==> src/rtl/ndpa_pkg.sv <==
`timescale 1ns / 1ps
// Package for the neuron dot product and activation block.
// Holds the shared widths, register indexes, activation mode codes and the queue entry type.
package ndpa_pkg;

   localparam int DATA_WIDTH = 16;
   localparam int FRAC_BITS  = 12;
   localparam int PROD_WIDTH = 2 * DATA_WIDTH;
   localparam int ACC_WIDTH  = 48;
   localparam int SUM_WIDTH  = ACC_WIDTH + 1;
   localparam int QUO_WIDTH  = FRAC_BITS + 1;
   localparam int CNT_WIDTH  = 4;
   localparam int MODE_WIDTH = 2;

   localparam logic REG_BIAS = 1'b0;
   localparam logic REG_MODE = 1'b1;

   localparam logic [MODE_WIDTH-1:0] MODE_NONE     = 2'd0;
   localparam logic [MODE_WIDTH-1:0] MODE_SOFTSIGN = 2'd1;
   localparam logic [MODE_WIDTH-1:0] MODE_RELU     = 2'd2;

   typedef struct packed {
      logic [ACC_WIDTH-1:0]  sum;
      logic [DATA_WIDTH-1:0] bias;
      logic [MODE_WIDTH-1:0] mode;
   } ndpa_job_type;

endpackage

==> src/rtl/neuron_dot_product_activation_top.sv <==
`timescale 1ns / 1ps
// Neuron evaluation: multiply-accumulate, bias, and identity, ReLU or softsign activation.
// The front end takes one transaction per cycle, except while a last item waits on a full queue.
// The back end takes one neuron at a time and takes longer for softsign, set by the
// one-bit-per-cycle divider; a two-entry queue decouples the two ends.
// Synchronous reset clears the accumulator, the queue, the bias and the mode to zero.
module neuron_dot_product_activation_top (
   input  logic        clock,
   input  logic        reset,
   input  logic        req_tvalid,
   output logic        req_tready,
   input  logic [31:0] req_tdata,   // prev_output [15:0], weight [31:16]
   input  logic        req_tlast,
   output logic        rsp_tvalid,
   input  logic        rsp_tready,
   output logic [15:0] rsp_tdata,   // neuron_output [15:0]
   output logic        rsp_tuser,   // saturated [0]
   input  logic        csr_psel,
   input  logic        csr_penable,
   input  logic        csr_pwrite,
   input  logic [2:0]  csr_paddr,
   input  logic [31:0] csr_pwdata,
   output logic [31:0] csr_prdata,
   output logic        csr_pready
);

   logic [ndpa_pkg::DATA_WIDTH-1:0] bias_ff, bias_in;
   logic [ndpa_pkg::MODE_WIDTH-1:0] mode_ff, mode_in;
   logic                            wr_en;
   logic                            queue_full;
   logic                            queue_empty;
   logic                            push;
   logic                            pop;
   ndpa_pkg::ndpa_job_type          push_job;
   ndpa_pkg::ndpa_job_type          pop_job;

   assign csr_pready = 1'b1;
   assign wr_en      = csr_psel && csr_penable && csr_pwrite;

   always_comb begin
      bias_in = bias_ff;
      mode_in = mode_ff;
      if (wr_en) begin
         case (csr_paddr[2])
            ndpa_pkg::REG_BIAS: bias_in = csr_pwdata[ndpa_pkg::DATA_WIDTH-1:0];
            ndpa_pkg::REG_MODE: mode_in = csr_pwdata[ndpa_pkg::MODE_WIDTH-1:0];
            default:  bias_in = bias_ff;
         endcase
      end
      case (csr_paddr[2])
         ndpa_pkg::REG_BIAS: csr_prdata = {16'b0, bias_ff};
         ndpa_pkg::REG_MODE: csr_prdata = {30'b0, mode_ff};
         default:  csr_prdata = '0;
      endcase
   end

   always_ff @(posedge clock) begin
      if (reset) begin
         bias_ff <= '0;
         mode_ff <= ndpa_pkg::MODE_NONE;
      end else begin
         bias_ff <= bias_in;
         mode_ff <= mode_in;
      end
   end

   ndpa_front u_front (
      .clock           (clock),
      .reset           (reset),
      .in_valid        (req_tvalid),
      .in_ready        (req_tready),
      .prev_output     (req_tdata[15:0]),
      .weight          (req_tdata[31:16]),
      .last            (req_tlast),
      .bias            (bias_ff),
      .activation_mode (mode_ff),
      .queue_full      (queue_full),
      .push            (push),
      .push_job        (push_job)
   );

   ndpa_fifo u_fifo (
      .clock    (clock),
      .reset    (reset),
      .push     (push),
      .push_job (push_job),
      .pop      (pop),
      .pop_job  (pop_job),
      .full     (queue_full),
      .empty    (queue_empty)
   );

   ndpa_back u_back (
      .clock         (clock),
      .reset         (reset),
      .queue_empty   (queue_empty),
      .job           (pop_job),
      .pop           (pop),
      .out_valid     (rsp_tvalid),
      .out_ready     (rsp_tready),
      .neuron_output (rsp_tdata),
      .saturated     (rsp_tuser)
   );

endmodule

==> src/rtl/ndpa_front.sv <==
`timescale 1ns / 1ps
// Front end: accepts input transactions, registers each product and accumulates.
// On the last item it pushes the sum with bias and mode into the job queue. Uses ndpa_pkg.
module ndpa_front (
   input  logic                                clock,
   input  logic                                reset,
   input  logic                                in_valid,
   output logic                                in_ready,
   input  logic signed [ndpa_pkg::DATA_WIDTH-1:0] prev_output,
   input  logic signed [ndpa_pkg::DATA_WIDTH-1:0] weight,
   input  logic                                last,
   input  logic [ndpa_pkg::DATA_WIDTH-1:0]     bias,
   input  logic [ndpa_pkg::MODE_WIDTH-1:0]     activation_mode,
   input  logic                                queue_full,
   output logic                                push,
   output ndpa_pkg::ndpa_job_type              push_job
);

   logic signed [ndpa_pkg::PROD_WIDTH-1:0] prod_ff, prod_in;
   logic                                   pvalid_ff, pvalid_in;
   logic                                   plast_ff, plast_in;
   logic [ndpa_pkg::ACC_WIDTH-1:0]         acc_ff, acc_in;
   logic [ndpa_pkg::ACC_WIDTH-1:0]         sum;
   logic                                   advance;
   logic                                   take;

   assign advance  = pvalid_ff && (!plast_ff || !queue_full);
   assign in_ready = !pvalid_ff || advance;
   assign take     = in_valid && in_ready;
   assign sum      = acc_ff + {{(ndpa_pkg::ACC_WIDTH - ndpa_pkg::PROD_WIDTH){prod_ff[ndpa_pkg::PROD_WIDTH-1]}},
                               prod_ff};
   assign push     = advance && plast_ff;

   always_comb begin
      push_job.sum  = sum;
      push_job.bias = bias;
      push_job.mode = activation_mode;
      prod_in   = prod_ff;
      plast_in  = plast_ff;
      pvalid_in = pvalid_ff;
      acc_in    = acc_ff;
      if (advance) begin
         pvalid_in = 1'b0;
         acc_in    = plast_ff ? '0 : sum;
      end
      if (take) begin
         prod_in   = prev_output * weight;
         plast_in  = last;
         pvalid_in = 1'b1;
      end
   end

   always_ff @(posedge clock) begin
      if (reset) begin
         pvalid_ff <= 1'b0;
         acc_ff    <= '0;
      end else begin
         pvalid_ff <= pvalid_in;
         acc_ff    <= acc_in;
      end
      prod_ff  <= prod_in;
      plast_ff <= plast_in;
   end

endmodule

==> src/rtl/ndpa_fifo.sv <==
`timescale 1ns / 1ps
// Two-entry job queue between the accumulating front end and the activation back end.
// Uses the job type from ndpa_pkg.
module ndpa_fifo (
   input  logic                   clock,
   input  logic                   reset,
   input  logic                   push,
   input  ndpa_pkg::ndpa_job_type push_job,
   input  logic                   pop,
   output ndpa_pkg::ndpa_job_type pop_job,
   output logic                   full,
   output logic                   empty
);

   ndpa_pkg::ndpa_job_type entry_ff [2];
   logic       wr_ptr_ff, wr_ptr_in;
   logic       rd_ptr_ff, rd_ptr_in;
   logic [1:0] count_ff, count_in;

   assign full    = count_ff == 2'd2;
   assign empty   = count_ff == 2'd0;
   assign pop_job = entry_ff[rd_ptr_ff];

   always_comb begin
      wr_ptr_in = wr_ptr_ff;
      rd_ptr_in = rd_ptr_ff;
      count_in  = count_ff;
      if (push) begin
         wr_ptr_in = !wr_ptr_ff;
      end
      if (pop) begin
         rd_ptr_in = !rd_ptr_ff;
      end
      if (push && !pop) begin
         count_in = count_ff + 2'd1;
      end else if (pop && !push) begin
         count_in = count_ff - 2'd1;
      end
   end

   always_ff @(posedge clock) begin
      if (reset) begin
         wr_ptr_ff <= 1'b0;
         rd_ptr_ff <= 1'b0;
         count_ff  <= 2'd0;
      end else begin
         wr_ptr_ff <= wr_ptr_in;
         rd_ptr_ff <= rd_ptr_in;
         count_ff  <= count_in;
      end
      if (push) begin
         entry_ff[wr_ptr_ff] <= push_job;
      end
   end

endmodule

==> src/rtl/ndpa_back.sv <==
`timescale 1ns / 1ps
// Back end: adds the bias, applies identity, ReLU or softsign and holds the result.
// Softsign uses a restoring divider that produces one quotient bit per cycle. Uses ndpa_pkg.
module ndpa_back (
   input  logic                                clock,
   input  logic                                reset,
   input  logic                                queue_empty,
   input  ndpa_pkg::ndpa_job_type              job,
   output logic                                pop,
   output logic                                out_valid,
   input  logic                                out_ready,
   output logic [ndpa_pkg::DATA_WIDTH-1:0]     neuron_output,
   output logic                                saturated
);

   localparam logic [1:0] ST_IDLE = 2'd0;
   localparam logic [1:0] ST_PREP = 2'd1;
   localparam logic [1:0] ST_DIV  = 2'd2;
   localparam logic [1:0] ST_DONE = 2'd3;

   localparam int SW = ndpa_pkg::SUM_WIDTH;
   localparam int DW = ndpa_pkg::DATA_WIDTH;
   localparam int QW = ndpa_pkg::QUO_WIDTH;
   localparam int YW = SW + 1 - ndpa_pkg::FRAC_BITS;
   localparam logic [SW-1:0] DEN_ONE  = SW'(1) << (2 * ndpa_pkg::FRAC_BITS);
   localparam logic [SW:0]   HALF_LSB = (SW + 1)'(1) << (ndpa_pkg::FRAC_BITS - 1);
   localparam logic [ndpa_pkg::CNT_WIDTH-1:0] LAST_STEP = ndpa_pkg::CNT_WIDTH'(ndpa_pkg::FRAC_BITS);

   logic [1:0]                        state_ff, state_in;
   logic [SW-1:0]                     x_ff, x_in;
   logic [ndpa_pkg::MODE_WIDTH-1:0]   mode_ff, mode_in;
   logic                              neg_ff, neg_in;
   logic [SW-1:0]                     den_ff, den_in;
   logic [SW-1:0]                     rem_ff, rem_in;
   logic [QW-1:0]                     quo_ff, quo_in;
   logic [ndpa_pkg::CNT_WIDTH-1:0]    cnt_ff, cnt_in;
   logic [DW-1:0]                     res_ff, res_in;
   logic                              rsat_ff, rsat_in;
   logic                              ovalid_ff, ovalid_in;
   logic [DW-1:0]                     odata_ff, odata_in;
   logic                              osat_ff, osat_in;

   logic [SW:0]   rounded;
   logic [YW-1:0] y;
   logic          fits;
   logic [SW:0]   shifted;
   logic          ge;
   logic [QW-1:0] quo_final;
   logic          load_out;

   assign pop           = (state_ff == ST_IDLE) && !queue_empty;
   assign out_valid     = ovalid_ff;
   assign neuron_output = odata_ff;
   assign saturated     = osat_ff;
   assign load_out      = (state_ff == ST_DONE) && (!ovalid_ff || out_ready);

   assign rounded   = {x_ff[SW-1], x_ff} + HALF_LSB;
   assign y         = rounded[SW:ndpa_pkg::FRAC_BITS];
   assign fits      = (y[YW-1:DW-1] == '0) || (y[YW-1:DW-1] == '1);
   assign shifted   = {rem_ff, 1'b0};
   assign ge        = shifted >= {1'b0, den_ff};
   assign quo_final = quo_ff + QW'(ge);

   always_comb begin
      state_in  = state_ff;
      x_in      = x_ff;
      mode_in   = mode_ff;
      neg_in    = neg_ff;
      den_in    = den_ff;
      rem_in    = rem_ff;
      quo_in    = quo_ff;
      cnt_in    = cnt_ff;
      res_in    = res_ff;
      rsat_in   = rsat_ff;
      ovalid_in = ovalid_ff;
      odata_in  = odata_ff;
      osat_in   = osat_ff;
      if (ovalid_ff && out_ready) begin
         ovalid_in = 1'b0;
      end
      case (state_ff)
         ST_IDLE: begin
            if (!queue_empty) begin
               x_in     = {job.sum[ndpa_pkg::ACC_WIDTH-1], job.sum}
                          + {{(SW - DW - ndpa_pkg::FRAC_BITS){job.bias[DW-1]}}, job.bias,
                             {ndpa_pkg::FRAC_BITS{1'b0}}};
               mode_in  = job.mode;
               state_in = ST_PREP;
            end
         end
         ST_PREP: begin
            neg_in = x_ff[SW-1];
            rem_in = x_ff[SW-1] ? (SW'(0) - x_ff) : x_ff;
            den_in = x_ff[SW-1] ? (DEN_ONE - x_ff) : (DEN_ONE + x_ff);
            quo_in = '0;
            cnt_in = '0;
            if (mode_ff == ndpa_pkg::MODE_SOFTSIGN) begin
               state_in = ST_DIV;
            end else begin
               if (mode_ff == ndpa_pkg::MODE_RELU &&
                   (x_ff[SW-1] || x_ff == '0)) begin
                  res_in  = '0;
                  rsat_in = 1'b0;
               end else if (fits) begin
                  res_in  = y[DW-1:0];
                  rsat_in = 1'b0;
               end else begin
                  res_in  = y[YW-1] ? {1'b1, {(DW - 1){1'b0}}} : {1'b0, {(DW - 1){1'b1}}};
                  rsat_in = 1'b1;
               end
               state_in = ST_DONE;
            end
         end
         ST_DIV: begin
            if (cnt_ff == LAST_STEP) begin
               res_in   = neg_ff ? DW'(-{{(DW - QW){1'b0}}, quo_final})
                                 : {{(DW - QW){1'b0}}, quo_final};
               rsat_in  = 1'b0;
               state_in = ST_DONE;
            end else begin
               rem_in = ge ? SW'(shifted - {1'b0, den_ff}) : shifted[SW-1:0];
               quo_in = {quo_ff[QW-2:0], ge};
               cnt_in = cnt_ff + 1'b1;
            end
         end
         ST_DONE: begin
            if (load_out) begin
               ovalid_in = 1'b1;
               odata_in  = res_ff;
               osat_in   = rsat_ff;
               state_in  = ST_IDLE;
            end
         end
         default: begin
            state_in = ST_IDLE;
         end
      endcase
   end

   always_ff @(posedge clock) begin
      if (reset) begin
         state_ff  <= ST_IDLE;
         ovalid_ff <= 1'b0;
      end else begin
         state_ff  <= state_in;
         ovalid_ff <= ovalid_in;
      end
      x_ff     <= x_in;
      mode_ff  <= mode_in;
      neg_ff   <= neg_in;
      den_ff   <= den_in;
      rem_ff   <= rem_in;
      quo_ff   <= quo_in;
      cnt_ff   <= cnt_in;
      res_ff   <= res_in;
      rsat_ff  <= rsat_in;
      odata_ff <= odata_in;
      osat_ff  <= osat_in;
   end

endmodule
==> config.mk <==
export PLATFORM = sky130hd
export DESIGN_NAME = neuron_dot_product_activation_top
export DESIGN_NICKNAME = d
export VERILOG_FILES = /design/src/rtl/ndpa_pkg.sv /design/src/rtl/neuron_dot_product_activation_top.sv /design/src/rtl/ndpa_front.sv /design/src/rtl/ndpa_fifo.sv /design/src/rtl/ndpa_back.sv
export SDC_FILE = /design/constraint.sdc
export NUM_CORES = 2
export LEC_CHECK = 0
export ABC_AREA = 1
export BUFFER_PORTS_ARGS = -buffer_cell sky130_fd_sc_hd__buf_2
export CAP_MARGIN = 30
export CORE_UTILIZATION = 40
export CTS_CLUSTER_DIAMETER = 80
export CTS_CLUSTER_SIZE = 28
export DETAILED_ROUTE_END_ITERATION = 16
export PLACE_DENSITY = 0.61
export SLEW_MARGIN = 30
export SYNTH_ARGS = -nofsm -noshare
export SYNTH_HDL_FRONTEND = slang
export SYNTH_SLANG_ARGS = --single-unit
==> constraint.sdc <==
create_clock -name clock -period 20.2 [get_ports clock]
set_input_delay 1.01 -clock clock [delete_from_list [all_inputs] [get_ports clock]]
set_output_delay 1.01 -clock clock [all_outputs]
set_load 0.05 [all_outputs]
=== Word level (Yosys, flattened, before mapping) ===
Memories as Yosys holds them, arrays and structs flattened. A register that Yosys moved wholly into a read port is not among the register bits.
Index checks and enable logic that the tools add are counted.

* Register bits after elaboration: 308
* Memory bits (writable): 132
* Output and inout bits: 52
* Logic and storage cells: 130
* Memories kept: 1

* Add/subtract/negate cells: 12
* Multiply operators: 1
* $lt $le $gt $ge: 1
* Equality and inequality tests: 13
* Mux-type cells: 39
* Bitwise gates (word level): 2
* Reduce and logical (&&, ||, !) cells: 39

{| class="wikitable"
|+ Memory list
! name !! depth !! bits a word !! rd ports !! clocked after Yosys merged registers in !! write ports !! RTL line !! source
|-
| u_fifo.entry_ff || 2 || 66 || 1 || 1 || 1 || ndpa_fifo.sv:15 || <nowiki>ndpa_pkg::ndpa_job_type entry_ff [2];</nowiki>
|}

{| class="wikitable"
|+ Operators by type and width
! cell !! number
|-
| $mux 49 || 4
|-
| $pmux 49 s2 || 1
|-
| $mux 16 || 6
|-
| $pmux 32 s2 || 1
|-
| $add 49x13->50 const B || 1
|-
| $ge 50x49->1 || 1
|-
| $add 25x49->49 const A || 1
|-
| $add 48x28->49 || 1
|-
| $logic_not 49->1 || 1
|-
| $sub 1x49->49 const A || 1
|-
| $sub 25x49->49 const A || 1
|-
| $sub 49x49->49 || 1
|-
| $add 48x48->48 || 1
|-
| $mux 48 || 1
|-
| $mul 16x16->32 || 1
|-
| $pmux 16 s2 || 1
|-
| $pmux 13 s2 || 1
|-
| $eq 23x23->1 const B || 1
|-
| $logic_not 23->1 || 1
|-
| $neg 13->16 || 1
|-
| $mux 1 || 14
|-
| $add 13x1->13 || 1
|-
| $mux 13 || 1
|-
| $logic_and 1x1->1 || 11
|-
| other kinds (20) || 52
|}

=== Longest topological paths before layout ===
* Word-level depth: 9
* Mapped depth: 31
* Depth with buffers taken out: 29

=== Cells and area by module ===
From an unflattened synthesis, not the netlist that was laid out.

* Cell total of the unflattened synthesis: 5533
* Area total of the unflattened synthesis: 41833.9 µm²

{| class="wikitable"
|+ Modules (own cells, without submodules)
! module !! instances !! cells an instance !! area an instance (µm²) !! seq. area each (µm²)
|-
| ndpa_front || 1 || 2599 || 17812.1 || 1971.9
|-
| ndpa_back || 1 || 2523 || 17764.5 || 6095.8
|-
| ndpa_fifo || 1 || 238 || 5149.9 || 4063.9
|-
| neuron_dot_product_activation_top || 1 || 173 || 1107.3 || 360.3
|}

=== Worst setup path after synthesis ===
Ideal clock, no wire load.

* Path type: register -> register
* Start point: register u_back.state_ff[1]
* End point: register u_back.cnt_ff[0] (netlist name) (enable)
* Setup time: 0.581 ns
* Arrival: 6.580 ns
* Data required time: 19.619 ns
* Setup slack: 13.039 ns
* Cell stages (with the launch flop): 5
* Path buffers: 0
* Cell sequence: dfxtp_1 inv_1 ha_1 inv_1 o21ai_0

* Cells in the longest elaborated chain, start to end: 3

{| class="wikitable"
|+ Ends and longest elaborated chain
! item !! RTL line !! source
|-
| start: declaration || ndpa_back.sv:29 || <nowiki>logic [1:0] state_ff, state_in;</nowiki>
|-
| start signal: assignment || ndpa_back.sv:145 || <nowiki>state_ff <= state_in;</nowiki>
|-
| $eq 2x2->1 / $eq 2x1->1 (equally long branches) || ndpa_back.sv:81 || <nowiki>case (state_ff)</nowiki>
|-
| $ne 2x2->1 (no line) / $reduce_bool 2->1 (equally long branches) || n/a ||
|-
| $reduce_and 2->1 (no line) (*) || n/a ||
|-
| end signal: assignment || ndpa_back.sv:154 || <nowiki>cnt_ff <= cnt_in;</nowiki>
|-
| end: declaration || ndpa_back.sv:36 || <nowiki>logic [ndpa_pkg::CNT_WIDTH-1:0] cnt_ff, cnt_in;</nowiki>
|}

Mark *: on every way between the ends. The rest lies on a longest branch, timed or not.
A chain may end at the register's enable or synchronous reset.

=== Worst setup path after layout ===
* Start point: input port req_tdata[20]
* End point: register u_front.prod_ff[31] (netlist name) (data pin)

* Cells in the longest elaborated chain, start to end: 1

{| class="wikitable"
|+ Ends and longest elaborated chain
! item !! RTL line !! source
|-
| start: declaration || neuron_dot_product_activation_top.sv:12 || <nowiki>input logic [31:0] req_tdata,</nowiki>
|-
| $mul 16x16->32 || ndpa_front.sv:47 || <nowiki>prod_in = prev_output * weight;</nowiki>
|-
| end signal: assignment || ndpa_front.sv:61 || <nowiki>prod_ff <= prod_in;</nowiki>
|-
| end: declaration || ndpa_front.sv:19 || <nowiki>logic signed [ndpa_pkg::PROD_WIDTH-1:0] prod_ff, prod_in;</nowiki>
|}

Every way passes these cells.

==> results.md <==
* Ys Warns at 0
* Die H at 318 um
* Post-synth EDFFs at 366
* # Post-CTS Setup Buffers at 0
* Final clock period utilization by the worst path at 32.5%
* Layout fillers at 10,044
* Slew @ Worst Pin at 935 ps
* Layout area overhead at 7.06%
* Vias in the first global route at 32,025
* Antenna fix cells at 0
* Via/cell ratio at 5.10
* Share of the synthesized area in the top cell type at 27.5%
* Gr usage total at 22.7%
* Slew Limit Fails at 0
* Netlist cell types at 56
* Largest cells by area after synthesis: edfxtp_1 (27%), fa_1 (13%), nand2_1 (11%), inv_1 (9.0%), ha_1 (7.2%)
* Synth Instances at 5,100
* Total clock sinks at 441
* Post-route DRC at 0
* Crit-path max FO at 16
* Starting density of the core at 40.5%
* TritonRoute pass-1 iters at 5
* Crit path cell chain: buf_2 > nand2_1 > fa_1 > inv_1 > fa_1 > fa_1 > fa_1 > fa_1 > inv_1 > fa_1 > inv_1 > ha_1 > nand2_1 > nor4_1 > nand3b_1 > nand3_1 > a21oi_1 > xor2_1
* Worst-path clk slew at 90 ps
* CTS buffer count at 30
* Final Hold Vio Count at 0
* Mapped cell area at 0.0400 mm2
* Setup WS pre-CTS at 12,850 ps
* Worst Setup Slack, final at 13,630 ps
* Antenna viol nets, final at 0
* Reg2Reg Launch Point: u_back.rem_ff[38]$_DFFE_PP_
* Detail Placement HPWL at 94,900 um
* Clock Skew at 86.4 ps
* RSZ-0062 raised after global routing: no
* I/O Pins at 127
* Average size of a mapped cell at 7.84 um2
* Routed WL at 116,000 um
* Core ar. at 0.0987 mm2
* FFs w/ async S/R, synth at 0%
* CTS tree: yes
* Max_cap viols at 0
* Max Clock Freq at 152 MHz
* Main synth FF type: edfxtp_1
* Total number of vias at 32,693
* Worst hold path class: reg -> reg
* Yosys top cell by area: edfxtp_1
* Setup TNS at 0 ps
* Largest net degree at the start of global routing at 76
* Max incr delay on CP at 980 ps
* Crit path DAT at 6990 ps
* Layout cell share with drive strength beyond 1 at 5.85%
* Finish-stage setup viols at 0
* Gpl congestion at 0.983
* Port Buf Inserts at 91
* Synth Register Bits at 441
* Cell row count at 115
* Die width at 318 um
* Hold Path Origin: u_back.res_ff[6]$_DFFE_PP_
* CP Capture Type: flop
* Seq/Total Area, Yosys at 31.2%
* DIE AREA at 0.101 mm2
* Worst setup SP type: input port
* Skew-Pair Late Insertion Delay at 670 ps
* Nets at 5,672
* CTS hold repair buffers at 0
* Htree depth at 1
* Crit path kind: in -> reg
* DR iter-0 viols at 2,354
* Worst Setup SP: req_tdata[20]
* Period minus WS final at 6570 ps
* Min Hold Slack at 428 ps
* DR WL/cell at 18.1 um
* Most common cell on crit path: fa_1
* Total grt overflow at 0
* Clock Path Buffers at 3
* Status: finished clean
* Critical path's slowest cell: fa_1
* Worst path required time at 20,610 ps
* Root Driver: clkbuf_16
* Initial antenna violation count at 1
* Worst slew margin at 37.7%
* Post-CTS Resized at 0
* Global-route wire length before repair at 180,000 um
final cells by class:
class / count / area, um2 / share of cell area, %
Sequential cell: 441 / 12500 / 29.2
Inverter: 962 / 3610 / 8.43
Clock buffer: 32 / 758 / 1.77
Multi-Input combinational cell: 3554 / 23300 / 54.4
Tap cell: 1287 / 1610 / 3.76
Clock inverter: 23 / 407 / 0.950
Timing Repair Buffer: 112 / 646 / 1.51
path summary, 6_finish.rpt:
kind,endpoint,slack (ps),cells after the start
setup / recovery,u_front.prod_ff[31]$_DFFE_PP_,13630,18
hold / removal,u_back.neuron_output[6]$_DFFE_PP_,430,0
setup reg to reg,u_back.res_ff[15]$_DFFE_PP_,15390,22
hold reg to reg,u_back.neuron_output[6]$_DFFE_PP_,430,0
metrics by stage:
stage	area, um2	util, %	std cells
after global routing	42800	43.4	6411
final	42800	43.4	6411
after global placement	41600	42.1	6354
after CTS	42800	43.3	6410
after floorplan	40000	-	5115
after detailed placement	41600	42.2	6355
critical path: cells and delay by family:
kind                     cells  cell delay [ps]
adder cells (fa/ha/maj)      7             3990
AND/OR/NAND/NOR              5             1150
buffers and inverters        4              500
XOR/XNOR                     1              160
AO/OA/AOI/OAI                1              150
synth_stat cells, types with 3 or more instances:
cell type and n:
a211oi_1 15, a21boi_0 5, a21o_1 19, a21oi_1 292, a31oi_1 22, and2_1 18, buf_1 5, buf_2 12
buf_4 26, clkbuf_1 110, clkbuf_2 3, dfxtp_1 75, edfxtp_1 366, fa_1 265, ha_1 231, inv_1 959
inv_2 3, mux2_2 64, nand2_1 1194, nand2_2 9, nand3_1 225, nand3_2 6, nand3b_1 11, nand4_1 51
nor2_1 484, nor2_2 17, nor2_4 6, nor3_1 53, nor3b_1 3, nor4_1 14, o211ai_1 20, o21a_1 15
o21ai_0 197, o21ai_1 12, o21bai_1 24, o221ai_1 6, o22ai_1 3, o31ai_1 8, or2_0 10, or2_2 14
xnor2_1 58, xor2_1 152
flip-flops by register name, indices dropped and copies added, names as in the netlist, 2 cells and up, named ones only:
name / flops
u_back.quo_ff: 13
bias_ff: 16
u_back.neuron_output: 16
u_back.mode_ff: 2
u_back.rem_ff: 49
u_front.prod_ff: 32
u_fifo.entry_ff: 132
u_back.res_ff: 16
u_front.acc_ff: 48
u_back.state_ff: 2
u_back.den_ff: 49
u_fifo.count_ff: 2
mode_ff: 2
u_back.cnt_ff: 4
u_back.x_ff: 49
metal layers:
metal  global-route usage, %  up-vias  share of wire, %  wire, um
li1                        -    16126                 -         -
met1                    29.4    15626                44     50600
met2                    39.6      761                48     56300
met3                    1.57      178               4.0      4640
met4                    8.42        2               4.1      4770
met5                       0        -            0.0086        10
logic make-up after synthesis:
kind of cell             Yosys count  share of synthesized area [%]
adder cells (fa/ha/maj)          496                           20.5
AO/OA/AOI/OAI                    646                           8.97
multiplexers                      64                           1.80
AND/OR/NAND/NOR                 2121                           22.0
flip-flops                       441                           31.2
other                              2                         0.0188
XOR/XNOR                         210                           4.60
buffers and inverters           1120                           10.8
cell usage in the layout (no fill, tap or decap), types with 9 or more instances in the layout:
master,synthesis,final
nor2_4,6,9
inv_1,959,959
buf_4,26,19
xnor2_1,58,58
nor3_1,53,53
nand3b_1,11,11
xor2_1,152,152
o21ai_1,12,12
fa_1,265,265
nand4_1,51,51
nor2_2,17,17
and2_1,18,18
nand3_1,225,225
conb_1,2,17
dfxtp_1,75,74
o211ai_1,20,20
or2_0,10,10
nand2_2,9,9
a31oi_1,22,21
nand2_1,1194,1194
nor4_1,14,14
a211oi_1,15,15
buf_2,12,91
edfxtp_1,366,366
clkbuf_16,0,30
mux2_2,64,64
a21oi_1,292,290
or2_2,14,14
o21a_1,15,15
ha_1,231,229
o21ai_0,197,196
o21bai_1,24,24
a21o_1,19,19
nor2_1,484,481
Power is left out: the tool's default activity adds up to more than one toggle a clock period on the data nets, which glitch-free logic cannot reach.
